`src/rtl/sca_pkg.sv`:
```
// Shared types, constants and size-class tables of the slab allocator.
package sca_pkg;

	localparam int SLAB_CNT_DEF    = 4;
	localparam int CLASS_COUNT_DEF = 14;

	localparam int SIZE_W = 32;
	localparam int ADDR_W = 22;
	localparam int CNT_W  = 48;
	localparam int LIM_W  = 9;
	localparam int TOP_W  = 13;
	localparam int IDX_W  = 12;
	localparam int CLS_W  = 4;
	localparam int REG_W  = 6;
	localparam int BYTE_W = 17;
	localparam int OFF_W  = 16;

	localparam logic [LIM_W-1:0]  SLAB_LIMIT_RST = 9'd4;
	localparam logic [ADDR_W-1:0] LIVE_MAX       = 22'h3FFFFF;

	typedef enum logic [2:0] {
		ST_OK        = 3'd0,
		ST_ZERO      = 3'd1,
		ST_OOM       = 3'd2,
		ST_BIG       = 3'd3,
		ST_MISALIGN  = 3'd4,
		ST_NOTFOUND  = 3'd5
	} status_t;

	typedef enum logic {
		FN_ALLOC = 1'b0,
		FN_FREE  = 1'b1
	} func_t;

	// classified request handed from front to back
	typedef struct packed {
		func_t             func;
		logic              nul;
		status_t           status;
		logic [CLS_W-1:0]  cls;
		logic [REG_W-1:0]  region;   // region - 1 on free
		logic [IDX_W-1:0]  idx;      // object index on free
	} item_t;

	// per-slab bookkeeping: stack top and low-water mark
	typedef struct packed {
		logic [TOP_W-1:0] top;
		logic [TOP_W-1:0] lw;
	} meta_t;

	typedef enum logic [2:0] {
		B_IDLE,
		B_RD,
		B_CHK,
		B_POP,
		B_DONE
	} bstate_t;

	function automatic logic [BYTE_W-1:0] obj_bytes(input logic [CLS_W-1:0] c);
		obj_bytes = BYTE_W'(8) << c;
	endfunction

	function automatic logic [TOP_W-1:0] obj_count(input logic [CLS_W-1:0] c);
		obj_count = (c >= 4'd13) ? TOP_W'(1) : (TOP_W'(4096) >> c);
	endfunction

	// log2 of the object count
	function automatic logic [CLS_W-1:0] count_shift(input logic [CLS_W-1:0] c);
		count_shift = (c >= 4'd12) ? 4'd0 : (4'd12 - c);
	endfunction

	function automatic logic [BYTE_W-1:0] slab_span(input logic [CLS_W-1:0] c);
		slab_span = (c == 4'd13) ? 17'h10000 : 17'h08000;
	endfunction

	function automatic logic [TOP_W-1:0] count_prefix(input logic [CLS_W-1:0] c);
		case (c)
			4'd0:    count_prefix = 13'd0;
			4'd1:    count_prefix = 13'd4096;
			4'd2:    count_prefix = 13'd6144;
			4'd3:    count_prefix = 13'd7168;
			4'd4:    count_prefix = 13'd7680;
			4'd5:    count_prefix = 13'd7936;
			4'd6:    count_prefix = 13'd8064;
			4'd7:    count_prefix = 13'd8128;
			4'd8:    count_prefix = 13'd8160;
			4'd9:    count_prefix = 13'd8176;
			4'd10:   count_prefix = 13'd8184;
			4'd11:   count_prefix = 13'd8188;
			4'd12:   count_prefix = 13'd8190;
			4'd13:   count_prefix = 13'd8191;
			default: count_prefix = 13'd0;
		endcase
	endfunction

endpackage

```
`src/rtl/sca_if.sv`:
```
// Channel interfaces: request, response and configuration write.
interface sca_req_if;
	logic                        valid;
	logic                        ready;
	logic                        func;
	logic [sca_pkg::SIZE_W-1:0]  request_size;
	logic [sca_pkg::ADDR_W-1:0]  free_address;
	modport source (output valid, func, request_size, free_address, input ready);
	modport sink   (input valid, func, request_size, free_address, output ready);
endinterface


```
`src/rtl/sca_front.sv`:
```
// Request classifier: size class lookup and free address decode.
module sca_front #(
	parameter int SLAB_CNT    = sca_pkg::SLAB_CNT_DEF,
	parameter int CLASS_COUNT = sca_pkg::CLASS_COUNT_DEF
) (
	sca_req_if.sink         req,
	input  logic            q_full,
	output logic            q_push,
	output sca_pkg::item_t  q_item
);
	localparam int SLAB_TOTAL = CLASS_COUNT * SLAB_CNT;

	logic [sca_pkg::CLS_W-1:0]  acls;
	logic [sca_pkg::CLS_W-1:0]  fcls;
	logic [sca_pkg::REG_W-1:0]  region;
	logic [sca_pkg::REG_W-1:0]  rr;
	logic [sca_pkg::OFF_W-1:0]  off;
	logic [sca_pkg::BYTE_W-1:0] fbytes;

	assign req.ready = !q_full;
	assign q_push    = req.valid && !q_full;

	always_comb begin
		// alloc: count classes too small for the request
		acls = '0;
		for (int c = 0; c < CLASS_COUNT - 1; c++) begin
			if (req.request_size > sca_pkg::SIZE_W'(sca_pkg::obj_bytes(sca_pkg::CLS_W'(c))))
				acls = acls + 1'b1;
		end
		// free: class from region by range compare
		region = req.free_address[sca_pkg::ADDR_W-1 -: sca_pkg::REG_W];
		rr     = region - 1'b1;
		fcls   = '0;
		for (int k = 1; k < CLASS_COUNT; k++) begin
			if (13'(rr) >= 13'(k * SLAB_CNT))
				fcls = fcls + 1'b1;
		end
		off    = req.free_address[sca_pkg::OFF_W-1:0];
		fbytes = sca_pkg::obj_bytes(fcls);

		q_item        = '0;
		q_item.func   = sca_pkg::func_t'(req.func);
		q_item.status = sca_pkg::ST_OK;
		if (req.func == sca_pkg::FN_ALLOC) begin
			q_item.cls = acls;
			if (req.request_size == '0)
				q_item.status = sca_pkg::ST_ZERO;
			else if (req.request_size >
				sca_pkg::SIZE_W'(sca_pkg::obj_bytes(sca_pkg::CLS_W'(CLASS_COUNT - 1))))
				q_item.status = sca_pkg::ST_BIG;
		end else begin
			q_item.cls    = fcls;
			q_item.region = rr;
			q_item.idx    = sca_pkg::IDX_W'(off >> (fcls + 4'd3));
			if (req.free_address == '0)
				q_item.nul = 1'b1;
			else if (region == '0 || 13'(rr) >= 13'(SLAB_TOTAL))
				q_item.status = sca_pkg::ST_NOTFOUND;
			else if (sca_pkg::BYTE_W'(off) >= sca_pkg::slab_span(fcls))
				q_item.status = sca_pkg::ST_NOTFOUND;
			else if ((sca_pkg::BYTE_W'(off) & (fbytes - 1'b1)) != '0)
				q_item.status = sca_pkg::ST_MISALIGN;
		end
	end
endmodule

```
`src/flat_wrapper.sv`:
```
// flat-port wrapper written by rule: the top's interface ports become plain ports
module sca_front_flat 
#(
	parameter int SLAB_CNT    = sca_pkg::SLAB_CNT_DEF,
	parameter int CLASS_COUNT = sca_pkg::CLASS_COUNT_DEF
)
  (q_full, q_push, q_item, req_valid, req_func, req_request_size, req_free_address, req_ready);
  sca_req_if req_i ();
  input  logic q_full;
  output logic q_push;
  output sca_pkg::item_t q_item;
  input wire logic [$bits(req_i.valid)-1:0] req_valid;
  input wire logic [$bits(req_i.func)-1:0] req_func;
  input wire logic [$bits(req_i.request_size)-1:0] req_request_size;
  input wire logic [$bits(req_i.free_address)-1:0] req_free_address;
  output wire logic [$bits(req_i.ready)-1:0] req_ready;
  assign req_i.valid = req_valid;
  assign req_i.func = req_func;
  assign req_i.request_size = req_request_size;
  assign req_i.free_address = req_free_address;
  assign req_ready = req_i.ready;
  sca_front #(.SLAB_CNT(SLAB_CNT), .CLASS_COUNT(CLASS_COUNT)) u_core (.req(req_i), .q_full(q_full), .q_push(q_push), .q_item(q_item));
endmodule
```
`config.mk`:
```
export PLATFORM = sky130hd
export DESIGN_NAME = sca_front_flat
export DESIGN_NICKNAME = d
export VERILOG_FILES = /design/src/rtl/sca_pkg.sv /design/src/rtl/sca_if.sv /design/src/rtl/sca_front.sv /design/src/flat_wrapper.sv
export SDC_FILE = /design/constraint.sdc
export NUM_CORES = 1
export LEC_CHECK = 0
export ABC_CLOCK_PERIOD_IN_PS = 39300
export BUFFER_PORTS_ARGS = -buffer_cell sky130_fd_sc_hd__buf_2
export CORE_MARGIN = 4
export CORE_UTILIZATION = 60
export DETAILED_ROUTE_END_ITERATION = 16
export GPL_ROUTABILITY_DRIVEN = 0
export PLACE_DENSITY = 0.95
export SLEW_MARGIN = 10
export SYNTH_ARGS = -nofsm -noshare
export SYNTH_HDL_FRONTEND = slang
export SYNTH_SLANG_ARGS = --single-unit
```
`constraint.sdc`:
```
create_clock -name vclk -period 39.3
set_clock_uncertainty 0.15 [all_clocks]
set_input_delay 7.86 -clock vclk [all_inputs]
set_output_delay 7.86 -clock vclk [all_outputs]
set_load 0.02 [all_outputs]
```
==> results by group <==
Outcome
  • Status: finished, final reports clean

Route
  • TritonRoute pass-1 iters: 5
  • DR WL met3: 1180 um
  • DRC Markers: 0
  • Routed wl met2: 6620 um
  • Met1 WL: 5400 um
  • DR vias: 5480
  • DR iter-0 viols: 667
  • Vias per Instance: 6.77
  • ANT nets after route: 0
  • Routed WL per cell: 16.9 um
  • WL final: 13700 um
  • Max layer used: met4

STA
  • Tcrit/Tclk final: 0.684
  • Hold violation total from the final report: 0
  • Post-route setup slack: 12430 ps
  • Worst slew pin tran: 1160 ps
  • Fmax: 37.2 MHz
  • RSZ-0062 raised after global routing: false
  • Final setup viols: 0
  • Final Max Tran Viols: 0
  • Slew HR: 0.221
  • Min Tclk post-route: 26870 ps
  • Fin Setup TNS: 0 ps

Synthesis
  • Yosys warns: 0
  • Post-synth top area share: 0.0815
  • Unique masters post-synth: 91
  • Avg Cell Area, Syn: 6.77 um2
  • Synth area leaders: nand2_1 8.2%, ha_1 7.9%, mux2i_1 7.9%
  • Top cell type by total area after synthesis: nand2_1
  • Share of the yosys chip area belonging to registers: 0
  • Net Count, Synth: 738
  • Post-Syn Area: 0.00442 mm2
  • Synth Instances: 653

Min path
  • Hold_sp: q_full
  • Hold depth: 3
  • Hold Path Sink: req_ready
  • Worst hold-check path type: in2out

Floorplanning
  • Num ports: 86
  • Core Rows: 31
  • Die width: 93.8 um
  • CORE AREA: 0.00721 mm2
  • Die height: 93.8 um
  • Die Footprint: 0.00881 mm2
  • Initial Utilization: 0.613

Layout
  • Share of layout cells above drive strength 1: 0.183
  • Clkbuf count: 0
  • Final nets: 798
  • Area grow syn2layout: 9.48%
  • Commonest non-fill, non-tap cells in the layout: 96 x nand2_1, 86 x buf_2, 55 x nor2_1
  • Register area: 0 um2
  • Commonest non-fill, non-tap cell in the layout: nand2_1
  • Ant diodes: 0
  • Seq cells: 0
  • Non-filler instance count after layout: 810

Placement
  • IO buf count: 86
  • Dpl hpwl: 10800 um
  • Worst slack, placed: 12780 ps
  • Placed insts: 810

Global routing
  • First-pass GRT wire length: 22300 um
  • Vias in the first global route: 5058
  • GRT Total Usage: 0.293
  • Aggregate global routing overflow: 0
  • Antenna violations before repair: 0
  • Largest net degree at the start of global routing: 25

Critical path
  • CP most frequent cell: ha_1
  • Highest-delay cell along the critical path: ha_1
  • CP Max Fanout: 17
  • Bufs and invs on worst path: 6
  • Crit path max-delay family: adder cells
  • Crit start category: primary input
  • Biggest cell delay along the critical path: 660 ps
  • Worst path arrival time: 18860 ps
  • CP Capture Type: output pin
  • Setup CP Type: in2out
  • Data required time at the worst endpoint: 31290 ps

Pwr
  • Worst VDD drop: 64.4 uV
  • Leak pwr: 2.10 nW
  • PwrDens: 64.2 mW/mm2

Clock tree
  • CTS Hold Bufs: 0
  • Post-CTS Setup Inserts: 0
  • Post-CTS sizing: 0

Flow run
  • Max-cap violations: 0
## worst max path at each step
stage | startpoint | end | slack [ps] | depth (start not counted)
final | req_free_address[16] | q_item[24] | 12430 | 48
after global routing | req_free_address[16] | q_item[24] | 11780 | 49
after detailed placement | req_free_address[16] | q_item[24] | 12780 | 48
after global placement | req_free_address[16] | q_item[24] | 13430 | 46
after CTS | req_free_address[16] | q_item[24] | 12770 | 48
after floorplan | req_free_address[16] | q_item[24] | 13600 | 46
## power by group
part	switching (mW)	total [mW]	leakage (nW)	internal [mW]
logic	0.193	0.311	2.10	0.117
clock network	0	0	0	0
registers	0	0	0	0
## cell type report
| type | instances | area [um2] |
|---|---|---|
| multi-input combinational | 593 | 4150 |
| fill | 608 | 2370 |
| inverter | 29 | 109 |
| timing repair buffer | 89 | 453 |
| tap | 99 | 124 |
## kinds of logic after synthesis
family | share of synthesized area
AND/OR/NAND/NOR | 0.315
adder cells (fa/ha/maj) | 0.0815
multiplexers | 0.110
AO/OA/AOI/OAI | 0.285
XOR/XNOR | 0.148
buffers and inverters | 0.0603
## per-stage QoR
stage | hold WS [ps] | utilization | instance area [um2] | power [mW]
floorplan | 15650 | - | 4420 | 0.248
global placement | 15820 | 0.671 | 4840 | 0.290
detailed placement | 15830 | 0.671 | 4840 | 0.301
CTS | 15830 | 0.671 | 4840 | 0.303
global route | 15850 | 0.671 | 4840 | 0.332
finish | 15830 | 0.671 | 4840 | 0.311
## routing by layer
metal  vias up  GRT usage
met5         -          0
met4         0      0.101
met1      2507      0.364
met2       353      0.526
li1       2552          -
met3        68     0.0224
## synthesized netlist by cell type, types with 8 or more instances
master and number:
xor2_1 19, a31oi_1 8, o21ai_0 32, nand2b_1 9
clkbuf_1 18, inv_1 28, ha_1 28, a21oi_1 35
nor3_1 20, xnor2_1 39, or3_1 8, nand2_1 96
and3_1 11, nor2_1 55, mux2i_1 35, nor4_1 14
a211oi_1 11, nand3_1 17
(Power assumes the default switching activity.)
