### src/rtl/sca_pkg.sv
// Shared types, constants and size-class tables of the slab allocator.
package sca_pkg;

	localparam int SLAB_CNT_DEF    = 4;
	localparam int CLASS_COUNT_DEF = 14;

	localparam int SIZE_W = 32;
	localparam int ADDR_W = 22;
	localparam int CNT_W  = 48;
	localparam int LIM_W  = 9;
	localparam int TOP_W  = 13;
	localparam int IDX_W  = 12;
	localparam int CLS_W  = 4;
	localparam int REG_W  = 6;
	localparam int BYTE_W = 17;
	localparam int OFF_W  = 16;

	localparam logic [LIM_W-1:0]  SLAB_LIMIT_RST = 9'd4;
	localparam logic [ADDR_W-1:0] LIVE_MAX       = 22'h3FFFFF;

	typedef enum logic [2:0] {
		ST_OK        = 3'd0,
		ST_ZERO      = 3'd1,
		ST_OOM       = 3'd2,
		ST_BIG       = 3'd3,
		ST_MISALIGN  = 3'd4,
		ST_NOTFOUND  = 3'd5
	} status_t;

	typedef enum logic {
		FN_ALLOC = 1'b0,
		FN_FREE  = 1'b1
	} func_t;

	// classified request handed from front to back
	typedef struct packed {
		func_t             func;
		logic              nul;
		status_t           status;
		logic [CLS_W-1:0]  cls;
		logic [REG_W-1:0]  region;   // region - 1 on free
		logic [IDX_W-1:0]  idx;      // object index on free
	} item_t;

	// per-slab bookkeeping: stack top and low-water mark
	typedef struct packed {
		logic [TOP_W-1:0] top;
		logic [TOP_W-1:0] lw;
	} meta_t;

	typedef enum logic [2:0] {
		B_IDLE,
		B_RD,
		B_CHK,
		B_POP,
		B_DONE
	} bstate_t;

	function automatic logic [BYTE_W-1:0] obj_bytes(input logic [CLS_W-1:0] c);
		obj_bytes = BYTE_W'(8) << c;
	endfunction

	function automatic logic [TOP_W-1:0] obj_count(input logic [CLS_W-1:0] c);
		obj_count = (c >= 4'd13) ? TOP_W'(1) : (TOP_W'(4096) >> c);
	endfunction

	// log2 of the object count
	function automatic logic [CLS_W-1:0] count_shift(input logic [CLS_W-1:0] c);
		count_shift = (c >= 4'd12) ? 4'd0 : (4'd12 - c);
	endfunction

	function automatic logic [BYTE_W-1:0] slab_span(input logic [CLS_W-1:0] c);
		slab_span = (c == 4'd13) ? 17'h10000 : 17'h08000;
	endfunction

	function automatic logic [TOP_W-1:0] count_prefix(input logic [CLS_W-1:0] c);
		case (c)
			4'd0:    count_prefix = 13'd0;
			4'd1:    count_prefix = 13'd4096;
			4'd2:    count_prefix = 13'd6144;
			4'd3:    count_prefix = 13'd7168;
			4'd4:    count_prefix = 13'd7680;
			4'd5:    count_prefix = 13'd7936;
			4'd6:    count_prefix = 13'd8064;
			4'd7:    count_prefix = 13'd8128;
			4'd8:    count_prefix = 13'd8160;
			4'd9:    count_prefix = 13'd8176;
			4'd10:   count_prefix = 13'd8184;
			4'd11:   count_prefix = 13'd8188;
			4'd12:   count_prefix = 13'd8190;
			4'd13:   count_prefix = 13'd8191;
			default: count_prefix = 13'd0;
		endcase
	endfunction

endpackage

### src/rtl/sca_fifo.sv
// Two-entry queue between classifier and executor.
module sca_fifo (
	input  logic            clk,
	input  logic            arst_n,
	input  logic            push,
	input  sca_pkg::item_t  push_item,
	output logic            full,
	input  logic            pop,
	output logic            nempty,
	output sca_pkg::item_t  head
);
	sca_pkg::item_t  mem_q [2];
	logic            wp_q;
	logic            rp_q;
	logic [1:0]      cnt_q;

	assign full   = (cnt_q == 2'd2);
	assign nempty = (cnt_q != 2'd0);
	assign head   = mem_q[rp_q];

	always_ff @(posedge clk) begin
		if (push)
			mem_q[wp_q] <= push_item;
	end

	always_ff @(posedge clk or negedge arst_n) begin
		if (!arst_n) begin
			wp_q  <= 1'b0;
			rp_q  <= 1'b0;
			cnt_q <= 2'd0;
		end else begin
			if (push)
				wp_q <= !wp_q;
			if (pop)
				rp_q <= !rp_q;
			cnt_q <= cnt_q + 2'(push) - 2'(pop);
		end
	end
endmodule

### config.mk
export PLATFORM = sky130hd
export DESIGN_NAME = sca_fifo
export DESIGN_NICKNAME = d
export VERILOG_FILES = /design/src/rtl/sca_pkg.sv /design/src/rtl/sca_fifo.sv
export SDC_FILE = /design/constraint.sdc
export NUM_CORES = 1
export LEC_CHECK = 0
export CAP_MARGIN = 20
export CORE_UTILIZATION = 40
export CTS_BUF_LIST = sky130_fd_sc_hd__clkbuf_8 sky130_fd_sc_hd__clkbuf_16
export DETAILED_ROUTE_END_ITERATION = 10
export DONT_BUFFER_PORTS = 1
export GPL_ROUTABILITY_DRIVEN = 0
export PLACE_DENSITY_LB_ADDON = 0.08
export SYNTH_ARGS = -nofsm -noshare
export SYNTH_HDL_FRONTEND = slang
export SYNTH_SLANG_ARGS = --single-unit
### constraint.sdc
create_clock -name clk -period 2.8 [get_ports clk]
set_clock_uncertainty 0.1 [all_clocks]
set_input_delay 0.28 -clock clk [delete_from_list [all_inputs] [get_ports clk]]
set_output_delay 0.28 -clock clk [all_outputs]
set_load 0.02 [all_outputs]
==> out/results.tsv, run 1 <==
stage	metric	value	unit
global_routing	grt_pass1_wl	5.29	mm
logic_synthesis	yosysWarnings	0	
clock_tree	cts_setup_buffers	0	
route	final_antenna_net_count	0	
layout	mostFrequentLayoutCell	edfxtp_1	
layout	layout.nets	173	
route	first_pass_iters	4	
logic_synthesis	synth_nets	132	
floorplanning	top_level_ports	60	
worst_setup_path	start_kind	flop	
power_and_ir_drop	p_per_area	1000	nW/um2
clock_tree	cts_made_buffers	9	
clock_tree	path_clk_slew	0.07	ns
worst_setup_path	worst_setup_path_end_kind	output pin	
worst_setup_path	critPathMaxFanout	16	
logic_synthesis	yosysTopAreaCell	edfxtp_1	
layout	final_cell_mix	54 x edfxtp_1, 30 x dlygate4sd3_1, 19 x mux2_4	
logic_synthesis	ys_ff_latch	58	
clock_tree	cts.sinks	58	
global_routing	grt_pass1_vias	1087	
global_routing	grt_max_degree	28	
floorplanning	dieWidth	77.0	um
floorplanning	rows	26	
floorplanning	core	5270	um2
logic_synthesis	synthTopCellsByArea	edfxtp_1 72%, mux2_4 13%, dfrtp_1 4.5%, mux2_2 4.0%, buf_12 1.8%	
clock_tree	cts_tree	yes	
layout	antennaDiodeCount	0	
logic_synthesis	syn_inst	99	
layout	syn2layout_area_growth	24.3	%
placed_design	io_buffers	0	
sta	setup_viol	0	
logic_synthesis	seq_area_frac_synth	76.6	%
route	via_per_inst	4.66	
worst_setup_path	path_class	reg2out	
route	wl_met3	245	um
clock_tree	clk_path_buf_depth	2	
route	wl_met2	1.73	mm
global_routing	grt-ovfl-total	0	
sta	tightest_slew	0.581	ns
floorplanning	start_util	42.6	%
logic_synthesis	synth_cell_types	13	
clock_tree	cts_max_level	3	
layout	nFillCells	463	
sta	fin_crit_sh	79.5	%
logic_synthesis	avgSynthCellArea	22.7	um2
sta	rsz0062_at_grt	false	
worst_setup_path	cp.arrival	1.85	ns
clock_tree	clock_latency	0.32	ns
global_routing	grtUsageTotal	12.9	%
sta	timing.final.ws_setup	0.574	ns
flow_run	drv_cap	0	
power_and_ir_drop	cellLeakagePower	0.00104	uW
worst_setup_path	cp.required	2.42	ns
layout	drive_gt1_share	31.7	%
run_status	status	finished clean	
floorplanning	die-height	77.0	um
sta	max_freq	449	MHz
sta	report.final.slew_viol_count	0	
route	post_drt_wl_per_cell	15.2	um
route	drc	0	
route	drt-total-wl	3.27	mm
power_and_ir_drop	ir_drop	0.563	mV
route	vias	1001	
route	wl_met1	1.22	mm
sta	hold_viol	0	
min_path	hp-class	in2async	
sta	max-slew-margin-rel	61.3	%
sta	min_period	2.23	ns
sta	tns	0	ns
route	drtIter0Drc	28	
clock_tree	root_buffer	clkbuf_8	
logic_synthesis	synthesis.area	2250	um2
floorplanning	die-area	5920	um2
route	dr.max_layer_used	met4	
logic_synthesis	yosysTopAreaCellShare	72.2	%
global_routing	antenna_found_initial	0	
placed_design	pre_cts_slack	0.903	ns
==> final cells by class <==
| type | instances | area (um2) | share of cell area (%) |
|---|---|---|---|
| multi-input cells | 36 | 469 | 16.8 |
| clock buffers | 9 | 124 | 4.44 |
| repair buffers | 33 | 323 | 11.6 |
| well taps | 70 | 87.6 | 3.14 |
| flip-flops and latches | 58 | 1720 | 61.6 |
| clock inverters | 7 | 60.1 | 2.15 |
| inverters | 2 | 7.51 | 0.269 |
==> synthesized netlist by cell type <==
| cell type | count |
|---|---|
| or2_2 | 1 |
| buf_6 | 1 |
| edfxtp_1 | 54 |
| dfrtp_1 | 4 |
| and2_1 | 1 |
| inv_1 | 2 |
| nor2b_1 | 2 |
| xor3_1 | 1 |
| xor2_1 | 2 |
| mux2_4 | 19 |
| buf_12 | 2 |
| ha_1 | 2 |
| mux2_2 | 8 |
==> stage by stage <==
step / util (%) / instances / area (um2) / power, uW / hold WS, ns
finish: 53.0 / 215 / 2790 / 2790 / 0.124
global route: 53.0 / 215 / 2790 / 2930 / 0.116
CTS: 53.0 / 215 / 2790 / 2840 / 0.108
detailed placement: 43.8 / 169 / 2310 / 2090 / -0.116
global placement: 43.8 / 169 / 2310 / 2060 / -0.115
floorplan: - / 99 / 2250 / 2030 / -0.116
==> power by group <==
part           switching [uW]  total (uW)  internal [uW]
sequential               85.5        1240           1160
clock                     304         703            399
combinational             485         847            361
total                     875        2790           1920
==> path summary, 6_finish.rpt <==
path / slack (ns) / start / cells after the start / endpoint
min in group clk: 0.16 / pop / 2 / cnt_q[1]
worst min register to register: 0.40 / wp_q / 1 / wp_q
worst max register to register: 1.33 / cnt_q[0] / 5 / cnt_q[1]
worst max-delay path: 0.57 / rp_q / 2 / head[13]
worst min-delay path: 0.12 / arst_n / 1 / rp_q
max in group asynchronous: 2.29 / arst_n / 1 / wp_q
==> state kept, by name, indices dropped and copies added (netlist names) <==
signal,count
cnt_q,2
mem_q,54
rp_q,1
wp_q,1
==> timing repair <==
action / CTS / global route
hold buffers: 30 / 0
hold endpoints to repair: 61 / 0
resized for setup: 0 / 0
endpoints found under the setup margin: 0 / 0
==> kinds of logic (layout without fill, tap and decap cells) <==
group | count (synthesis) | count (layout) | share of synthesized area (%)
xor gates and xnor gates | 3 | 3 | 1.84
DFF | 58 | 58 | 76.6
and+or+nand+nor | 4 | 4 | 1.11
adders and majority gates | 2 | 2 | 1.11
muxes | 27 | 27 | 16.7
buffers and inverters | 5 | 51 | 2.62
==> critical path, cell delays in order, from the launching register on <==
cell and delay [ns]:
dfrtp_1 0.71, buf_4 0.42, mux2_4 0.38
==> per-layer routing <==
| layer | track usage [%] | up-vias |
|---|---|---|
| li1 | - | 463 |
| met1 | 12.0 | 489 |
| met2 | 21.5 | 42 |
| met3 | 6.43 | 7 |
| met4 | 9.81 | 0 |
| met5 | 0 | - |
(Power assumes the default switching activity.)
==> inputs of run 2 (changes only) <==
- clock period: 2.8 -> 1.85 ns (I/O delays scaled with it)
==> run 2 against run 1 <==
  * Sequential share of layout area fell by 0.48 points
  * Combinational power rose by 62%
  * Critical path depth did not move
  * Clock power rose by 49%
  * Non-clock buffer count rose by 3
  * Cell count rose by 1.4%
  * Via count rose by 1.7%
  * Routed wire length rose by 5.5%
  * First-iteration DRC count rose by 21%
  * Setup slack got worse by 0.41 ns
  * Critical endpoint is now head[1]
  * Largest cell class unchanged
==> out/results.tsv, run 2 (synthesis results as in run 1) <==
stage	metric	value	unit
run_status	status	finished clean	
min_path	hp-class	in2async	
route	final_antenna_net_count	0	
layout	nFillCells	450	
clock_tree	root_buffer	clkbuf_8	
layout	syn2layout_area_growth	25.3	%
sta	timing.final.ws_setup	0.159	ns
sta	report.final.slew_viol_count	0	
route	drc	0	
global_routing	grt_pass1_vias	1093	
route	post_drt_wl_per_cell	15.8	um
power_and_ir_drop	ir_drop	0.700	mV
global_routing	grtUsageTotal	13.6	%
floorplanning	core	5270	um2
sta	hold_viol	0	
clock_tree	cts.sinks	58	
global_routing	grt_pass1_wl	5.61	mm
route	drt-total-wl	3.45	mm
floorplanning	die-height	77.0	um
clock_tree	cts_tree	yes	
layout	reg.largest.list	mem_q x54, cnt_q x2	
clock_tree	path_clk_slew	0.06	ns
clock_tree	cts_max_level	3	
power_and_ir_drop	p_total	4250	uW
route	via_per_inst	4.67	
sta	fin_crit_sh	91.4	%
clock_tree	cts_made_buffers	9	
sta	tns	0	ns
layout	regMostFlops	mem_q	
placed_design	pre_cts_slack	0.342	ns
worst_setup_path	start_kind	flop	
floorplanning	start_util	42.6	%
layout	multi_input_area	469	um2
placed_design	hpwl	2.15	mm
sta	max-slew-margin-rel	72.8	%
worst_setup_path	critPathMaxFanout	16	
sta	min_period	1.69	ns
layout	mostFrequentLayoutCell	edfxtp_1	
layout	final_cell_mix	54 x edfxtp_1, 30 x dlygate4sd3_1, 19 x mux2_4	
route	first_pass_iters	4	
placed_design	io_buffers	0	
power_and_ir_drop	cellLeakagePower	0.00105	uW
layout	antennaDiodeCount	0	
sta	max_freq	591	MHz
global_routing	antenna_found_initial	0	
sta	rsz0062_at_grt	false	
worst_setup_path	cp.arrival	1.41	ns
clock_tree	clock_latency	0.32	ns
worst_setup_path	path_class	reg2out	
layout	utilization	53.4	%
layout	drive_gt1_share	33.8	%
floorplanning	die-area	5920	um2
route	vias	1018	
flow_run	drv_cap	0	
global_routing	grt_max_degree	20	
floorplanning	dieWidth	77.0	um
layout	largest_register_ffs	54	
power_and_ir_drop	p_per_area	1510	nW/um2
sta	setup_viol	0	
clock_tree	post_cts_resize_count	0	
worst_setup_path	cp.required	1.56	ns
clock_tree	clk_path_buf_depth	2	
route	drtIter0Drc	34	
worst_setup_path	worst_setup_path_end_kind	output pin	
sta	tightest_slew	0.407	ns
floorplanning	rows	26	
layout	layout.nets	176	
global_routing	grt-ovfl-total	0	
layout	seqCellArea	1720	um2
floorplanning	top_level_ports	60	
sta	timing.hold.ws	0.0260	ns
[run 2: changes by cell type in the layout (fill, tap and decap cells not counted)]
| cell | before | now |
|---|---|---|
| dfrtp_2 | 0 | 1 |
| dfrtp_1 | 4 | 3 |
| buf_4 | 3 | 6 |
[run 2: repair_timing]
item / CTS / global route
hold buffers: 30 / 0
hold endpoints to repair: 61 / 0
buffers inserted: 0 / 0
[run 2: final timing paths]
check,startpoint,to,slack [ns],cells past startpoint
max in group asynchronous,arst_n,rp_q,1.44,1
min in group clk,pop,cnt_q[1],0.07,2
worst max-delay path,rp_q,head[1],0.16,2
worst max register to register,cnt_q[0],cnt_q[1],0.34,5
worst min-delay path,arst_n,cnt_q[0],0.03,1
worst min register to register,wp_q,wp_q,0.41,1
[run 2: layout make-up]
type / count / area share (%)
clock inverters: 7 / 2.13
flip-flops and latches: 58 / 61.2
clock buffers: 9 / 4.40
inverters: 2 / 0.267
well taps: 70 / 3.11
multi-input cells: 36 / 16.7
repair buffers: 36 / 12.3
[run 2: routing by layer]
| metal | share of wire [%] | GRT usage [%] |
|---|---|---|
| met1 | 38 | 13.5 |
| met2 | 53 | 22.8 |
| met3 | 6.4 | 5.60 |
| met4 | 2.5 | 9.81 |
| met5 | 0 | 0 |
[run 2: power breakdown]
group,switching [uW],internal (uW)
registers,80.4,1750
clock network,450,604
logic,789,576
[run 2: per-stage QoR]
stage / instances / area, um2
4_1_cts: 218 / 2820
3_3_place_gp: 172 / 2330
3_5_place_dp: 172 / 2330
6_report: 218 / 2820
5_1_grt: 218 / 2820
2_1_floorplan: 99 / 2250
[run 2: critical path: stages, from the launching register on]
cell and delay, ns:
dfrtp_2 0.35, buf_4 0.29, mux2_2 0.44
